**src/hw/rtl/obdrla_pkg.sv**
```systemverilog
package obdrla_pkg;

    localparam int unsigned PAYLOAD_DEPTH_DEF = 64;
    localparam int unsigned HEAD_LEN          = 6;

    localparam logic [7:0] CH_CR = 8'h0D;
    localparam logic [7:0] CH_LF = 8'h0A;
    localparam logic [7:0] CH_SP = 8'h20;
    localparam logic [7:0] CH_GT = 8'h3E;
    localparam logic [7:0] CH_4  = 8'h34;
    localparam logic [7:0] CH_1  = 8'h31;
    localparam logic [7:0] CH_N  = 8'h4E;
    localparam logic [7:0] CH_O  = 8'h4F;
    localparam logic [7:0] CH_D  = 8'h44;
    localparam logic [7:0] CH_A  = 8'h41;
    localparam logic [7:0] CH_T  = 8'h54;

    localparam logic [1:0] VERDICT_NODATA  = 2'd0;
    localparam logic [1:0] VERDICT_VALUE   = 2'd1;
    localparam logic [1:0] VERDICT_IGNORED = 2'd2;

    typedef struct packed {
        logic [7:0] data_byte;
        logic       chunk_end;
    } t_in_item;

    typedef struct packed {
        logic [7:0] payload_byte;
        logic       byte_valid;
        logic [1:0] verdict;
        logic       overflow;
        logic       last;
    } t_out_item;

    typedef enum logic [1:0] {
        ST_IDLE,
        ST_CLASSIFY,
        ST_EMIT,
        ST_EMPTY
    } t_state;

    typedef struct packed {
        logic accept;
        logic classify;
        logic emit;
        logic emit_empty;
    } t_dp_cmd;

    typedef struct packed {
        logic done_hit;
        logic single;
        logic last_hit;
    } t_dp_status;

endpackage

```
**src/hw/rtl/obdrla_ctrl.sv**
```systemverilog
module obdrla_ctrl
    import obdrla_pkg::*;
(
    input  logic       i_clk,
    input  logic       i_rst_n,
    input  logic       i_start,
    output logic       o_busy,
    input  t_dp_status i_status,
    output t_dp_cmd    o_cmd
);

    t_state r_state;
    t_state n_state;

    always_ff @(posedge i_clk) begin
        if (!i_rst_n) begin
            r_state <= ST_IDLE;
        end else begin
            r_state <= n_state;
        end
    end

    always_comb begin
        n_state = r_state;
        o_cmd   = '0;
        o_busy  = 1'b1;
        case (r_state)
            ST_IDLE: begin
                o_busy = 1'b0;
                if (i_start) begin
                    o_cmd.accept = 1'b1;
                    if (i_status.done_hit) begin
                        n_state = ST_CLASSIFY;
                    end
                end
            end
            ST_CLASSIFY: begin
                o_cmd.classify = 1'b1;
                n_state = i_status.single ? ST_EMPTY : ST_EMIT;
            end
            ST_EMIT: begin
                o_cmd.emit = 1'b1;
                if (i_status.last_hit) begin
                    n_state = ST_IDLE;
                end
            end
            ST_EMPTY: begin
                o_cmd.emit_empty = 1'b1;
                n_state = ST_IDLE;
            end
            default: begin
                n_state = ST_IDLE;
            end
        endcase
    end

endmodule

```
**src/hw/rtl/obdrla_datapath.sv**
```systemverilog
module obdrla_datapath
    import obdrla_pkg::*;
#(
    parameter int unsigned PAYLOAD_DEPTH = PAYLOAD_DEPTH_DEF
) (
    input  logic       i_clk,
    input  logic       i_rst_n,
    input  t_in_item   i_item,
    input  t_dp_cmd    i_cmd,
    output t_dp_status o_status,
    output t_out_item  o_result,
    output logic       o_strobe
);

    localparam int unsigned ADDR_W = $clog2(PAYLOAD_DEPTH);
    localparam int unsigned CNT_W  = $clog2(PAYLOAD_DEPTH + 1);

    logic [7:0]       r_mem [PAYLOAD_DEPTH];
    logic [7:0]       r_head [HEAD_LEN];
    logic [7:0]       r_rd_data;

    logic [CNT_W-1:0] r_count;
    logic [CNT_W-1:0] n_count;
    logic [CNT_W-1:0] r_ptr;
    logic [CNT_W-1:0] n_ptr;
    logic             r_dropped;
    logic             n_dropped;
    logic [7:0]       r_last_raw;
    logic [7:0]       n_last_raw;
    logic [1:0]       r_raw_seen;
    logic [1:0]       n_raw_seen;

    logic              keep;
    logic              full;
    logic              wr_mem;
    logic              finish;
    logic              is_nodata;
    logic              is_ignored;
    logic [1:0]        verdict;
    logic [ADDR_W-1:0] rd_addr;

    assign keep   = (i_item.data_byte != CH_CR) && (i_item.data_byte != CH_LF)
                 && (i_item.data_byte != CH_SP);
    assign full   = (r_count == CNT_W'(PAYLOAD_DEPTH));
    assign wr_mem = i_cmd.accept && keep && !full;
    assign finish = (i_cmd.emit && o_status.last_hit) || i_cmd.emit_empty;

    assign is_nodata  = (r_count >= CNT_W'(HEAD_LEN))
                     && (r_head[0] == CH_N) && (r_head[1] == CH_O)
                     && (r_head[2] == CH_D) && (r_head[3] == CH_A)
                     && (r_head[4] == CH_T) && (r_head[5] == CH_A);
    assign is_ignored = !is_nodata && (r_count >= CNT_W'(2))
                     && ((r_head[0] != CH_4) || (r_head[1] != CH_1));
    assign verdict    = is_nodata  ? VERDICT_NODATA :
                        is_ignored ? VERDICT_IGNORED : VERDICT_VALUE;

    assign o_status.done_hit = i_item.chunk_end
        && ((i_item.data_byte == CH_GT)
         || ((r_raw_seen != 2'd0) && (r_last_raw == CH_CR) && (i_item.data_byte == CH_LF)));
    assign o_status.single   = is_ignored || (r_count == '0);
    assign o_status.last_hit = (r_ptr == r_count);

    assign rd_addr = i_cmd.classify ? '0 : r_ptr[ADDR_W-1:0];

    always_ff @(posedge i_clk) begin
        if (wr_mem) begin
            r_mem[r_count[ADDR_W-1:0]] <= i_item.data_byte;
        end
        r_rd_data <= r_mem[rd_addr];
    end

    always_ff @(posedge i_clk) begin
        for (int i = 0; i < HEAD_LEN; i++) begin
            if (wr_mem && (r_count == CNT_W'(i))) begin
                r_head[i] <= i_item.data_byte;
            end
        end
    end

    always_comb begin
        n_count    = r_count;
        n_ptr      = r_ptr;
        n_dropped  = r_dropped;
        n_last_raw = r_last_raw;
        n_raw_seen = r_raw_seen;
        if (i_cmd.accept) begin
            n_last_raw = i_item.data_byte;
            if (r_raw_seen != 2'd2) begin
                n_raw_seen = r_raw_seen + 2'd1;
            end
            if (keep) begin
                if (full) begin
                    n_dropped = 1'b1;
                end else begin
                    n_count = r_count + CNT_W'(1);
                end
            end
        end
        if (i_cmd.classify) begin
            n_ptr = CNT_W'(1);
        end
        if (i_cmd.emit) begin
            n_ptr = r_ptr + CNT_W'(1);
        end
        if (finish) begin
            n_count    = '0;
            n_dropped  = 1'b0;
            n_last_raw = 8'h00;
            n_raw_seen = 2'd0;
        end
    end

    always_ff @(posedge i_clk) begin
        if (!i_rst_n) begin
            r_count    <= '0;
            r_ptr      <= '0;
            r_dropped  <= 1'b0;
            r_last_raw <= 8'h00;
            r_raw_seen <= 2'd0;
        end else begin
            r_count    <= n_count;
            r_ptr      <= n_ptr;
            r_dropped  <= n_dropped;
            r_last_raw <= n_last_raw;
            r_raw_seen <= n_raw_seen;
        end
    end

    assign o_strobe              = i_cmd.emit || i_cmd.emit_empty;
    assign o_result.payload_byte = i_cmd.emit ? r_rd_data : 8'h00;
    assign o_result.byte_valid   = i_cmd.emit;
    assign o_result.verdict      = verdict;
    assign o_result.overflow     = r_dropped;
    assign o_result.last         = i_cmd.emit_empty || o_status.last_hit;

endmodule

```
**src/hw/rtl/obd_response_line_assembler_core.sv**
```systemverilog
// Collects raw response bytes, one per cycle while busy is low, stripping CR, LF and
// space into a payload store of PAYLOAD_DEPTH bytes (extra bytes are dropped and
// flagged). A byte marked as chunk end that leaves the raw text ending in CR LF or
// '>' completes the response: busy rises for a classify step and then one emit step
// per result: one per stored byte for a value or no-data response, a single empty
// one when it is ignored or empty. The length of that burst is set by the single read
// port of the payload memory, which is walked one entry per cycle. Results appear
// on o_result for exactly one cycle with o_strobe high and cannot be held off; the
// final one carries last. No new byte is taken until the burst has ended.
module obd_response_line_assembler_core
    import obdrla_pkg::*;
#(
    parameter int unsigned PAYLOAD_DEPTH = PAYLOAD_DEPTH_DEF
) (
    input  logic      i_clk,
    input  logic      i_rst_n,
    input  logic      start,
    output logic      busy,
    input  t_in_item  i_item,
    output t_out_item o_result,
    output logic      o_strobe
);

    t_dp_cmd    cmd;
    t_dp_status status;

    obdrla_ctrl u_ctrl (
        .i_clk    (i_clk),
        .i_rst_n  (i_rst_n),
        .i_start  (start),
        .o_busy   (busy),
        .i_status (status),
        .o_cmd    (cmd)
    );

    obdrla_datapath #(
        .PAYLOAD_DEPTH (PAYLOAD_DEPTH)
    ) u_datapath (
        .i_clk    (i_clk),
        .i_rst_n  (i_rst_n),
        .i_item   (i_item),
        .i_cmd    (cmd),
        .o_status (status),
        .o_result (o_result),
        .o_strobe (o_strobe)
    );

    a_strobe_busy: assert property (@(posedge i_clk) disable iff (!i_rst_n)
        o_strobe |-> busy)
        else $error("result strobed while idle");

    a_empty_is_last: assert property (@(posedge i_clk) disable iff (!i_rst_n)
        (o_strobe && !o_result.byte_valid) |-> o_result.last)
        else $error("empty result not final");

    a_burst_continues: assert property (@(posedge i_clk) disable iff (!i_rst_n)
        (o_strobe && !o_result.last) |=> o_strobe)
        else $error("result burst broken");

    a_last_frees: assert property (@(posedge i_clk) disable iff (!i_rst_n)
        (o_strobe && o_result.last) |=> !busy)
        else $error("busy after final result");

endmodule
```
**config.mk**
```make
export PLATFORM = sky130hd
export DESIGN_NAME = obd_response_line_assembler_core
export DESIGN_NICKNAME = d
export VERILOG_FILES = /design/src/hw/rtl/obdrla_pkg.sv /design/src/hw/rtl/obdrla_ctrl.sv /design/src/hw/rtl/obdrla_datapath.sv /design/src/hw/rtl/obd_response_line_assembler_core.sv
export SDC_FILE = /design/constraint.sdc
export NUM_CORES = 1
export LEC_CHECK = 0
export ABC_CLOCK_PERIOD_IN_PS = 3400
export BUFFER_PORTS_ARGS = -buffer_cell sky130_fd_sc_hd__buf_2
export CAP_MARGIN = 20
export CORE_MARGIN = 2
export CORE_UTILIZATION = 50
export CTS_CLUSTER_DIAMETER = 50
export DETAILED_ROUTE_END_ITERATION = 8
export PLACE_DENSITY_LB_ADDON = 0.25
export SLEW_MARGIN = 20
export SYNTH_ARGS = -nofsm -noshare
export SYNTH_HDL_FRONTEND = slang
export SYNTH_SLANG_ARGS = --single-unit
export TNS_END_PERCENT = 20
```
**constraint.sdc**
```tcl
create_clock -name i_clk -period 3.4 [get_ports i_clk]
set_input_delay 0.51 -clock i_clk [delete_from_list [all_inputs] [get_ports i_clk]]
set_output_delay 0.51 -clock i_clk [all_outputs]
set_load 0.05 [all_outputs]
```
==> results of run 1 <==
## final cells by class
type	count	area share [%]
clock buffer	81	6.141
clock inverter	32	0.8733
inverter	15	0.2079
multi-input combinational	772	21.67
sequential	595	64.72
tap	615	2.842
timing repair buffer	135	3.549
## kinds of logic (layout without fill, tap and decap cells)
kind of cell / after synthesis / count (layout) / synth area share (%)
xor+xnor: 16 / 16 / 0.5844
mux: 97 / 97 / 5.917
buf+inv: 122 / 263 / 2.572
simple gates: 351 / 351 / 8.218
compound gates: 297 / 297 / 9.089
fa+ha+maj: 11 / 11 / 0.5739
flops: 595 / 595 / 73.05
## power by group through the flow
stage                     Sequential, µW  Combinational, µW  Clock [µW]
after detailed placement            8280                767           0
after CTS                           8120                771        6400
after global routing                8130                828        6700
after global placement              8280                757           0
final                               8130                772        6320
after floorplan                     8250                454           0
## repair_timing
action / in CTS / in global routing
resized for setup: 0 / 1
setup endpoints to repair: 0 / 1
hold buffers: 0 / 0
endpoints found under the hold margin: 0 / 0
## metal layers
layer | wire, µm | GRT usage [%] | vias up | part of all wire [%]
met5 | 13 | 0 | - | 0.022
met4 | 2040 | 9.223 | 2 | 3.4
met3 | 3950 | 4.544 | 117 | 6.7
met2 | 27710 | 37.54 | 502 | 47
met1 | 25590 | 33.77 | 7137 | 43
li1 | - | - | 6172 | -
## critical path, delay by kind of cell, from the launching register on
family	cells	cell delay [ns]
AO/OA/AOI/OAI	3	1.15
AND/OR/NAND/NOR	2	1.03
adder cells (fa/ha/maj)	1	0.37
flip-flops	1	0.36
buffers and inverters	1	0.07
## worst min-delay path by stage
stage | startpoint | to | slack [ns] | cells past startpoint
2_1_floorplan | u_datapath.r_last_raw[0] | u_datapath.r_last_raw[0] | 0.43 | 2
3_3_place_gp | u_datapath.r_last_raw[4] | u_datapath.r_last_raw[4] | 0.44 | 2
3_5_place_dp | u_datapath.r_last_raw[0] | u_datapath.r_last_raw[0] | 0.45 | 2
4_1_cts | i_item[5] | u_datapath.r_mem[53][4] | 0.13 | 1
5_1_grt | i_item[5] | u_datapath.r_mem[53][4] | 0.14 | 1
6_report | i_item[5] | u_datapath.r_mem[53][4] | 0.17 | 1
## registers in the layout, summed over array words and instances, names as in the netlist
| name | flops |
|---|---|
| u_datapath.r_mem | 512 |
| u_datapath.r_raw_seen | 2 |
| u_datapath.r_rd_data | 8 |
| u_datapath.r_last_raw | 8 |
| u_ctrl.r_state | 2 |
| u_datapath.r_dropped | 1 |
| u_datapath.r_head | 48 |
| u_datapath.r_ptr | 7 |
| u_datapath.r_count | 7 |
## cell usage after synthesis, types with 10 or more instances
| cell type | instances | area [µm²] |
|---|---|---|
| edfxtp_1 | 560 | 16820 |
| nor2_1 | 98 | 367.9 |
| nand2_1 | 55 | 206.5 |
| o22ai_1 | 47 | 294.0 |
| clkbuf_1 | 46 | 172.7 |
| o221ai_1 | 41 | 359.1 |
| a21oi_1 | 40 | 200.2 |
| mux2i_1 | 39 | 390.4 |
| dfxtp_1 | 35 | 700.7 |
| o21ai_0 | 33 | 165.2 |
| buf_2 | 32 | 160.2 |
| mux2_2 | 27 | 304.0 |
| and3b_1 | 26 | 227.7 |
| a2111oi_0 | 24 | 210.2 |
| mux4_2 | 24 | 540.5 |
| or2_2 | 24 | 150.1 |
| nand3_1 | 22 | 110.1 |
| and2_1 | 17 | 106.4 |
| nand4_1 | 17 | 106.4 |
| a311oi_1 | 16 | 140.1 |
| o211ai_1 | 16 | 120.1 |
| inv_1 | 15 | 56.30 |
| buf_4 | 11 | 82.58 |
| ha_1 | 11 | 137.6 |
| nor4b_1 | 11 | 96.34 |
| buf_6 | 10 | 112.6 |
| nor3_1 | 10 | 50.05 |
| or3b_2 | 10 | 87.58 |
## metrics by stage
| step | instances | utilization [%] | hold WS [ns] |
|---|---|---|---|
| global placement | 2132 | 52.94 | 0.4400 |
| CTS | 2245 | 56.94 | 0.1258 |
| finish | 2245 | 56.95 | 0.1716 |
| detailed placement | 2132 | 52.94 | 0.4464 |
| global route | 2245 | 56.95 | 0.1432 |
| floorplan | 1489 | - | 0.4316 |
==> results.py, run 1 <==
metrics = {
    "outcome": {
        "status": "finished, final reports clean",
    },
    "worst_setup_path": {
        "cp-endpoint": "u_datapath.r_rd_data[0]",
        "ff2ff_path_depth": 7,
        "path_class": "reg -> reg",
        "arrival_ns": 3.62,
        "crit_fanout": 32,
        "slowest_stage": "a2111oi_0",
        "crit_chain": "inv_1 -> ha_2 -> or3b_1 -> a2111oi_0 -> a311oi_1 -> nand4_1 -> o22ai_1",
        "crit_path_end_kind": "register",
        "startpoint": "u_ctrl.r_state[1]",
        "crit_required_ns": 3.85,
        "rr_endpoint": "u_datapath.r_rd_data[0]",
        "r2r_start": "u_ctrl.r_state[1]",
        "max_stage_delay_ns": 0.91,
        "reg2reg_slack_ns": 0.23,
        "start_kind": "register",
    },
    "synthesis": {
        "synth.distinct_cells": 77,
        "synth-seq-cells": 595,
        "ys_warn_count": 0,
        "syn-num-nets": 1512,
        "syn_area_um2": 23980,
        "synth_top_flop_cell": "edfxtp_1",
        "synth_area_per_cell_um2": 16.11,
        "ys_seq_area_share_pct": 73.05,
        "synth_cells": 1489,
        "synth_edf_count": 560,
        "synth_async_sr_flop_share_pct": 0,
    },
    "cells_and_area": {
        "diodes": 0,
        "fin_area_um2": 27080,
        "multiInputGateArea_um2": 5867,
        "syn2layout_area_growth_pct": 12.91,
        "layout_commonest_cell": "edfxtp_1",
        "nNetsFinal": 1603,
        "final_cell_mix": "edfxtp_1 (560), buf_4 (108), nor2_1 (97), clkbuf_16 (62), nand2_1 (55)",
        "drive_above_1_share_pct": 19.88,
        "final-seq-area_um2": 17520,
        "fill_cells": 3618,
    },
    "pwr": {
        "p_per_area_nw_per_um2": 562.0,
        "vdd_ir_drop_max_uv": 354.6,
        "p_clk_share_pct": 41.5,
        "p_comb_share_pct": 5.1,
        "p_sw_share_pct": 21.76,
        "pwr-share-seq_pct": 53.4,
        "p_leak_uw": 0.008625,
        "power.internal_uw": 11910,
        "power_uw": 15220,
        "power.switching_uw": 3311,
    },
    "clocking": {
        "post_cts_buffers": 0,
        "cts_tree": "done",
        "cts-root-buf": "clkbuf_16",
        "clkTransAtPathRegs_ns": 0.06,
        "h-tree-depth": 2,
        "clk_latency_ns": 0.61,
        "clockBufferDepth": 3,
        "cts_inserted_buffers": 61,
        "clock_sinks": 595,
    },
    "floorplanning": {
        "io_pins": 27,
        "core_area_um2": 47550,
        "die_x_um": 223,
        "dieArea_um2": 49730,
        "initial_core_util_pct": 50.44,
        "fp-row-count": 80,
        "die_y_um": 223,
    },
    "timing": {
        "fin_setup_tns_ns": 0,
        "fmaxAchievable_ghz": 0.3153,
        "setup_ws_ns": 0.2289,
        "setup_viol": 0,
        "maxSlewViolCount": 0,
        "rsz0062_at_grt": "no",
        "clock_skew_ns": 0.01489,
        "slew_headroom_pct": 36.85,
        "finalCriticalPeriod_ns": 3.171,
        "finalCritPeriodShare_pct": 93.27,
        "worst_pin_slew_ns": 0.9459,
        "hold_viol": 0,
    },
    "grt": {
        "grt_usage_pct": 24.03,
        "grt_max_degree": 72,
        "grt.overflow.total": 0,
        "antenna_found_initial": 2,
        "grt_pass1_vias": 13740,
        "grt_pass1_wl_um": 88320,
    },
    "route": {
        "wire_per_inst_um": 26.41,
        "dr.pass1.iters": 8,
        "drc": 0,
        "vias_per_cell": 6.205,
        "ant_nets": 0,
        "drt_iter0_markers": 1528,
        "vias": 13930,
        "drt-total-wl_um": 59300,
    },
    "run": {
        "timing.max_cap.violations": 0,
    },
    "placed_design": {
        "dp_hpwl_um": 36470,
        "io_buffers": 26,
        "place_congestion": 0.8896,
        "place_ws_ns": 0.3485,
        "placed_area_um2": 25170,
    },
    "min_path": {
        "worstHoldPathType": "in -> reg",
    },
}
Power figures use the tool's default switching activity.
==> run 2: changes to the inputs <==
--- a/config.mk
+++ b/config.mk
@@ -12,6 +12,7 @@
 export CORE_UTILIZATION = 50
 export CTS_CLUSTER_DIAMETER = 50
 export DETAILED_ROUTE_END_ITERATION = 8
+export MAX_ROUTING_LAYER = met4
 export PLACE_DENSITY_LB_ADDON = 0.25
 export SLEW_MARGIN = 20
 export SYNTH_ARGS = -nofsm -noshare
==> run 2 against run 1 <==
Net effect:
- setup slack better by 0.0073 ns
- largest cell class unchanged
- count of clock-buffer cells in the layout stayed put
- global-route usage is 0.72 points higher
- wire length is 0.19% higher
- register-to-register slack hardly changed
- via count is 0.13% lower
- fmax is 0.23% higher
- combinational power hardly changed
- non-clock buffer count stayed put
- cell count hardly changed
==> results.py, run 2 (same netlist as run 1, synthesis figures left out) <==
metrics = {
    "outcome": {
        "status": "finished, final reports clean",
    },
    "timing": {
        "finalCriticalPeriod_ns": 3.164,
        "fmaxAchievable_ghz": 0.3161,
        "hold_viol": 0,
        "setup_ws_ns": 0.2362,
        "setup_viol": 0,
        "clock_skew_ns": 0.01882,
        "rsz0062_at_grt": "no",
        "worst_pin_slew_ns": 0.9553,
        "slew_headroom_pct": 36.22,
        "maxSlewViolCount": 0,
        "finalCritPeriodShare_pct": 93.05,
        "fin_setup_tns_ns": 0,
    },
    "min_path": {
        "worstHoldPathType": "in -> reg",
        "min_from": "i_item[5]",
        "hold_end": "u_datapath.r_mem[53][4]",
        "hold_path_depth": 1,
    },
    "floorplanning": {
        "die_x_um": 223,
        "core_area_um2": 47550,
        "die_y_um": 223,
        "io_pins": 27,
        "initial_core_util_pct": 50.44,
        "dieArea_um2": 49730,
        "fp-row-count": 80,
    },
    "route": {
        "drt_iter0_markers": 1641,
        "drc": 0,
        "dr.pass1.iters": 7,
        "drt-total-wl_um": 59410,
        "wire_per_inst_um": 26.45,
        "ant_nets": 0,
        "vias": 13910,
        "vias_per_cell": 6.194,
    },
    "worst_setup_path": {
        "crit_fanout": 32,
        "rr_endpoint": "u_datapath.r_rd_data[0]",
        "ff2ff_path_depth": 7,
        "crit_chain": "inv_1 -> ha_2 -> or3b_1 -> a2111oi_0 -> a311oi_1 -> nand4_1 -> o22ai_1",
        "path_class": "reg -> reg",
        "start_kind": "register",
        "startpoint": "u_ctrl.r_state[1]",
        "slowest_stage": "a2111oi_0",
        "r2r_start": "u_ctrl.r_state[1]",
        "crit_path_end_kind": "register",
        "arrival_ns": 3.62,
        "crit_required_ns": 3.86,
        "max_stage_delay_ns": 0.91,
        "reg2reg_slack_ns": 0.24,
    },
    "cells_and_area": {
        "final_cell_mix": "edfxtp_1 (560), buf_4 (108), nor2_1 (97), clkbuf_16 (62), nand2_1 (55)",
        "drive_above_1_share_pct": 19.88,
        "nNetsFinal": 1603,
        "largest_reg_flops": 512,
        "layout_commonest_cell": "edfxtp_1",
        "multiInputGateArea_um2": 5867,
        "fin_cells": 2246,
        "fill_cells": 3617,
        "syn2layout_area_growth_pct": 12.92,
        "final_util_pct": 56.96,
        "final-seq-area_um2": 17520,
    },
    "clocking": {
        "post_cts_buffers": 0,
        "h-tree-depth": 2,
        "cts_tree": "done",
        "clock_sinks": 595,
        "cts-root-buf": "clkbuf_16",
        "clkTransAtPathRegs_ns": 0.06,
        "cts_inserted_buffers": 61,
        "clockBufferDepth": 3,
        "clk_latency_ns": 0.62,
        "cts_hold_buf": 0,
    },
    "placed_design": {
        "dp_cells": 2132,
        "place_congestion": 0.9046,
        "dp_hpwl_um": 36470,
        "io_buffers": 26,
        "place_ws_ns": 0.3485,
    },
    "run": {
        "timing.max_cap.violations": 0,
    },
    "pwr": {
        "p_leak_uw": 0.008625,
        "power_uw": 15230,
        "p_per_area_nw_per_um2": 562.3,
        "vdd_ir_drop_max_uv": 354.8,
    },
    "grt": {
        "grt_pass1_vias": 13730,
        "grt_pass1_wl_um": 88330,
        "grt_max_degree": 72,
        "grt_usage_pct": 24.75,
        "grt.overflow.total": 0,
        "antenna_found_initial": 2,
    },
}
==> run 2: changes by cell type in the layout (fill, tap and decap cells not counted) <==
| cell | before | now |
|---|---|---|
| diode_2 | 0 | 1 |
==> run 2: timing repair <==
item | in CTS | in global routing
setup endpoints to repair | 0 | 1
resized for setup | 0 | 1
endpoints found under the hold margin | 0 | 0
==> run 2: per-layer routing <==
| metal | vias up | wire length [µm] | global-route usage [%] |
|---|---|---|---|
| li1 | 6168 | - | - |
| met1 | 7075 | 25350 | 33.52 |
| met2 | 546 | 27900 | 37.76 |
| met3 | 123 | 4150 | 4.544 |
| met4 | 0 | 2009 | 9.223 |
| met5 | - | 0 | - |
==> run 2: area by class of cell <==
cell class                 count  area share (%)
clock inverter                32          0.8733
clock buffer                  81           6.141
antenna                        1        0.009241
inverter                      15          0.2079
multi-input combinational    772           21.67
tap                          615           2.842
timing repair buffer         135           3.548
sequential                   595           64.71
==> run 2: power breakdown <==
part	leakage (µW)	internal, µW	switching [µW]
combinational	0.00237	235	536
clock	0.000926	3590	2740
sequential	0.00533	8080	46.1
==> run 2: through the flow <==
stage | cell area [µm²] | hold slack (ns)
2_1_floorplan | 23980 | 0.4316
3_3_place_gp | 25170 | 0.4400
3_5_place_dp | 25170 | 0.4464
4_1_cts | 27070 | 0.1258
5_1_grt | 27080 | 0.1433
6_report | 27080 | 0.1686
==> run 2: worst max-delay path by stage <==
stage	cells after the start	end	slack, ns
after global placement	8	u_datapath.r_rd_data[2]	0.43
after global routing	7	u_datapath.r_rd_data[0]	0.03
final	7	u_datapath.r_rd_data[0]	0.24
after detailed placement	8	u_datapath.r_rd_data[2]	0.35
after CTS	5	o_result[3]	0.08
after floorplan	6	u_datapath.r_mem[23][0]	0.77
==> run 2: critical path, delay by kind of cell, from the launching register on <==
family | cells | cell delay (ns)
AO/OA/AOI/OAI | 3 | 1.15
adder cells (fa/ha/maj) | 1 | 0.37
buffers and inverters | 1 | 0.07
flip-flops | 1 | 0.36
AND/OR/NAND/NOR | 2 | 1.02
==> run 3: changes to the inputs <==
--- a/config.mk
+++ b/config.mk
@@ -9,7 +9,7 @@
 export BUFFER_PORTS_ARGS = -buffer_cell sky130_fd_sc_hd__buf_2
 export CAP_MARGIN = 20
 export CORE_MARGIN = 2
-export CORE_UTILIZATION = 50
+export CORE_UTILIZATION = 55
 export CTS_CLUSTER_DIAMETER = 50
 export DETAILED_ROUTE_END_ITERATION = 8
 export MAX_ROUTING_LAYER = met4
==> run 3 against run 2 <==
Net effect:
- cell area grew 0.37%
- first-iteration DRC count decreased by 7.7%
- wire length fell by 2.6%
- largest cell class unchanged
- fmax fell by 2.8%
- highest routed layer unchanged
- via count shrank 0.75%
- cell count fell by 1.9%
==> results.py, run 3 (same netlist as run 1, synthesis figures left out) <==
metrics = {
    "cells_and_area": {
        "final_util_pct": 63.10,
        "largest_reg_flops": 512,
        "final_cell_mix": "edfxtp_1 (560), buf_4 (99), nor2_1 (98), clkbuf_16 (58), nand2_1 (55)",
        "layout_commonest_cell": "edfxtp_1",
        "nNetsFinal": 1592,
        "fill_cells": 3048,
        "multiInputGateArea_um2": 5878,
        "drive_above_1_share_pct": 19.96,
        "final-seq-area_um2": 17520,
        "syn2layout_area_growth_pct": 13.34,
    },
    "grt": {
        "grt_max_degree": 73,
        "antenna_found_initial": 1,
        "grt_pass1_vias": 13560,
        "grt_pass1_wl_um": 85870,
        "grt_usage_pct": 26.93,
        "grt.overflow.total": 0,
    },
    "floorplanning": {
        "core_area_um2": 43080,
        "fp-row-count": 76,
        "die_x_um": 212.8,
        "initial_core_util_pct": 55.67,
        "dieArea_um2": 45290,
        "io_pins": 27,
        "die_y_um": 212.8,
    },
    "timing": {
        "hold_viol": 0,
        "maxSlewViolCount": 0,
        "holdWs_ns": 0.1561,
        "rsz0062_at_grt": "no",
        "fmaxAchievable_ghz": 0.3073,
        "slew_headroom_pct": 28.43,
        "worst_pin_slew_ns": 1.065,
        "finalCriticalPeriod_ns": 3.254,
        "setup_ws_ns": 0.1463,
        "fin_setup_tns_ns": 0,
        "clock_skew_ns": 0.02550,
        "setup_viol": 0,
        "finalCritPeriodShare_pct": 95.70,
    },
    "worst_setup_path": {
        "crit_path_end_kind": "primary output",
        "start_kind": "register",
        "path_class": "reg -> out",
        "slowest_stage": "dfxtp_4",
        "crit_chain": "buf_4 -> xnor2_1 -> and3_1 -> a21o_1 -> buf_2",
        "crit_required_ns": 2.89,
        "arrival_ns": 2.74,
        "max_stage_delay_ns": 0.71,
        "crit_fanout": 40,
    },
    "pwr": {
        "vdd_ir_drop_max_uv": 587.8,
        "p_per_area_nw_per_um2": 581.1,
        "p_leak_uw": 0.008666,
    },
    "route": {
        "ant_nets": 0,
        "wire_per_inst_um": 26.26,
        "dr.pass1.iters": 5,
        "drt_iter0_markers": 1514,
        "vias_per_cell": 6.265,
        "drt-total-wl_um": 57870,
        "vias": 13810,
        "drc": 0,
    },
    "outcome": {
        "status": "finished, final reports clean",
    },
    "clocking": {
        "post_cts_buffers": 0,
        "clk_latency_ns": 0.62,
        "cts_tree": "done",
        "cts-root-buf": "clkbuf_16",
        "clock_sinks": 595,
        "cts_hold_buf": 0,
        "cts_inserted_buffers": 58,
        "ctsResizeCount": 0,
        "h-tree-depth": 2,
        "clkTransAtPathRegs_ns": 0.06,
        "clockBufferDepth": 3,
    },
    "placed_design": {
        "dp_hpwl_um": 35960,
        "place_congestion": 0.8551,
        "io_buffers": 26,
        "place_ws_ns": 0.3545,
    },
    "min_path": {
        "worstHoldPathType": "in -> reg",
    },
    "run": {
        "timing.max_cap.violations": 0,
    },
}
## run 3: worst max-delay path: cells and delay by family, from the launching register on
kind,cells,cell delay [ns]
buffers and inverters,2,0.77
DFF,1,0.71
and+or+nand+nor,1,0.24
xor gates and xnor gates,1,0.19
AOI/OAI and AO/OA,1,0.18
## run 3: power by group
part	leakage, µW	switching [µW]	internal (µW)
combinational	0.00232	549	245
clock	0.00101	2710	4160
sequential	0.00533	46.0	8080
## run 3: final cells by class
| type | instances | area share, % |
|---|---|---|
| flip-flops and latches | 595 | 64.48 |
| multi-input cells | 772 | 21.63 |
| clock buffers | 72 | 5.717 |
| repair buffers | 127 | 3.360 |
| well taps | 585 | 2.693 |
| clock inverters | 37 | 1.910 |
| inverters | 15 | 0.2072 |
| diodes | 1 | 0.009207 |
## run 3: stage by stage
| step | std cells | cell area, µm² | power [µW] |
|---|---|---|---|
| floorplan | 1489 | 23980 | 8707 |
| global route | 2204 | 27180 | 16210 |
| global placement | 2094 | 25080 | 9046 |
| detailed placement | 2094 | 25080 | 9066 |
| CTS | 2203 | 27160 | 15860 |
| finish | 2204 | 27180 | 15790 |
## run 3: path summary, 6_finish.rpt
kind / from / to / slack (ns) / depth (start not counted)
worst max-delay path: u_datapath.r_ptr[2] / o_result[0] / 0.15 / 5
worst min-delay path: i_item[4] / u_datapath.r_head[4][3] / 0.16 / 1
worst max register to register: u_ctrl.r_state[1] / u_datapath.r_rd_data[6] / 0.33 / 7
worst min register to register: u_datapath.r_last_raw[3] / u_datapath.r_last_raw[3] / 0.45 / 2
## run 3: routing by layer
| metal | track usage [%] | wire length (µm) | up-vias |
|---|---|---|---|
| li1 | - | - | 6154 |
| met1 | 37.50 | 24110 | 6942 |
| met2 | 40.39 | 27130 | 606 |
| met3 | 5.192 | 4998 | 106 |
| met4 | 9.115 | 1634 | 0 |
| met5 | - | 0 | - |
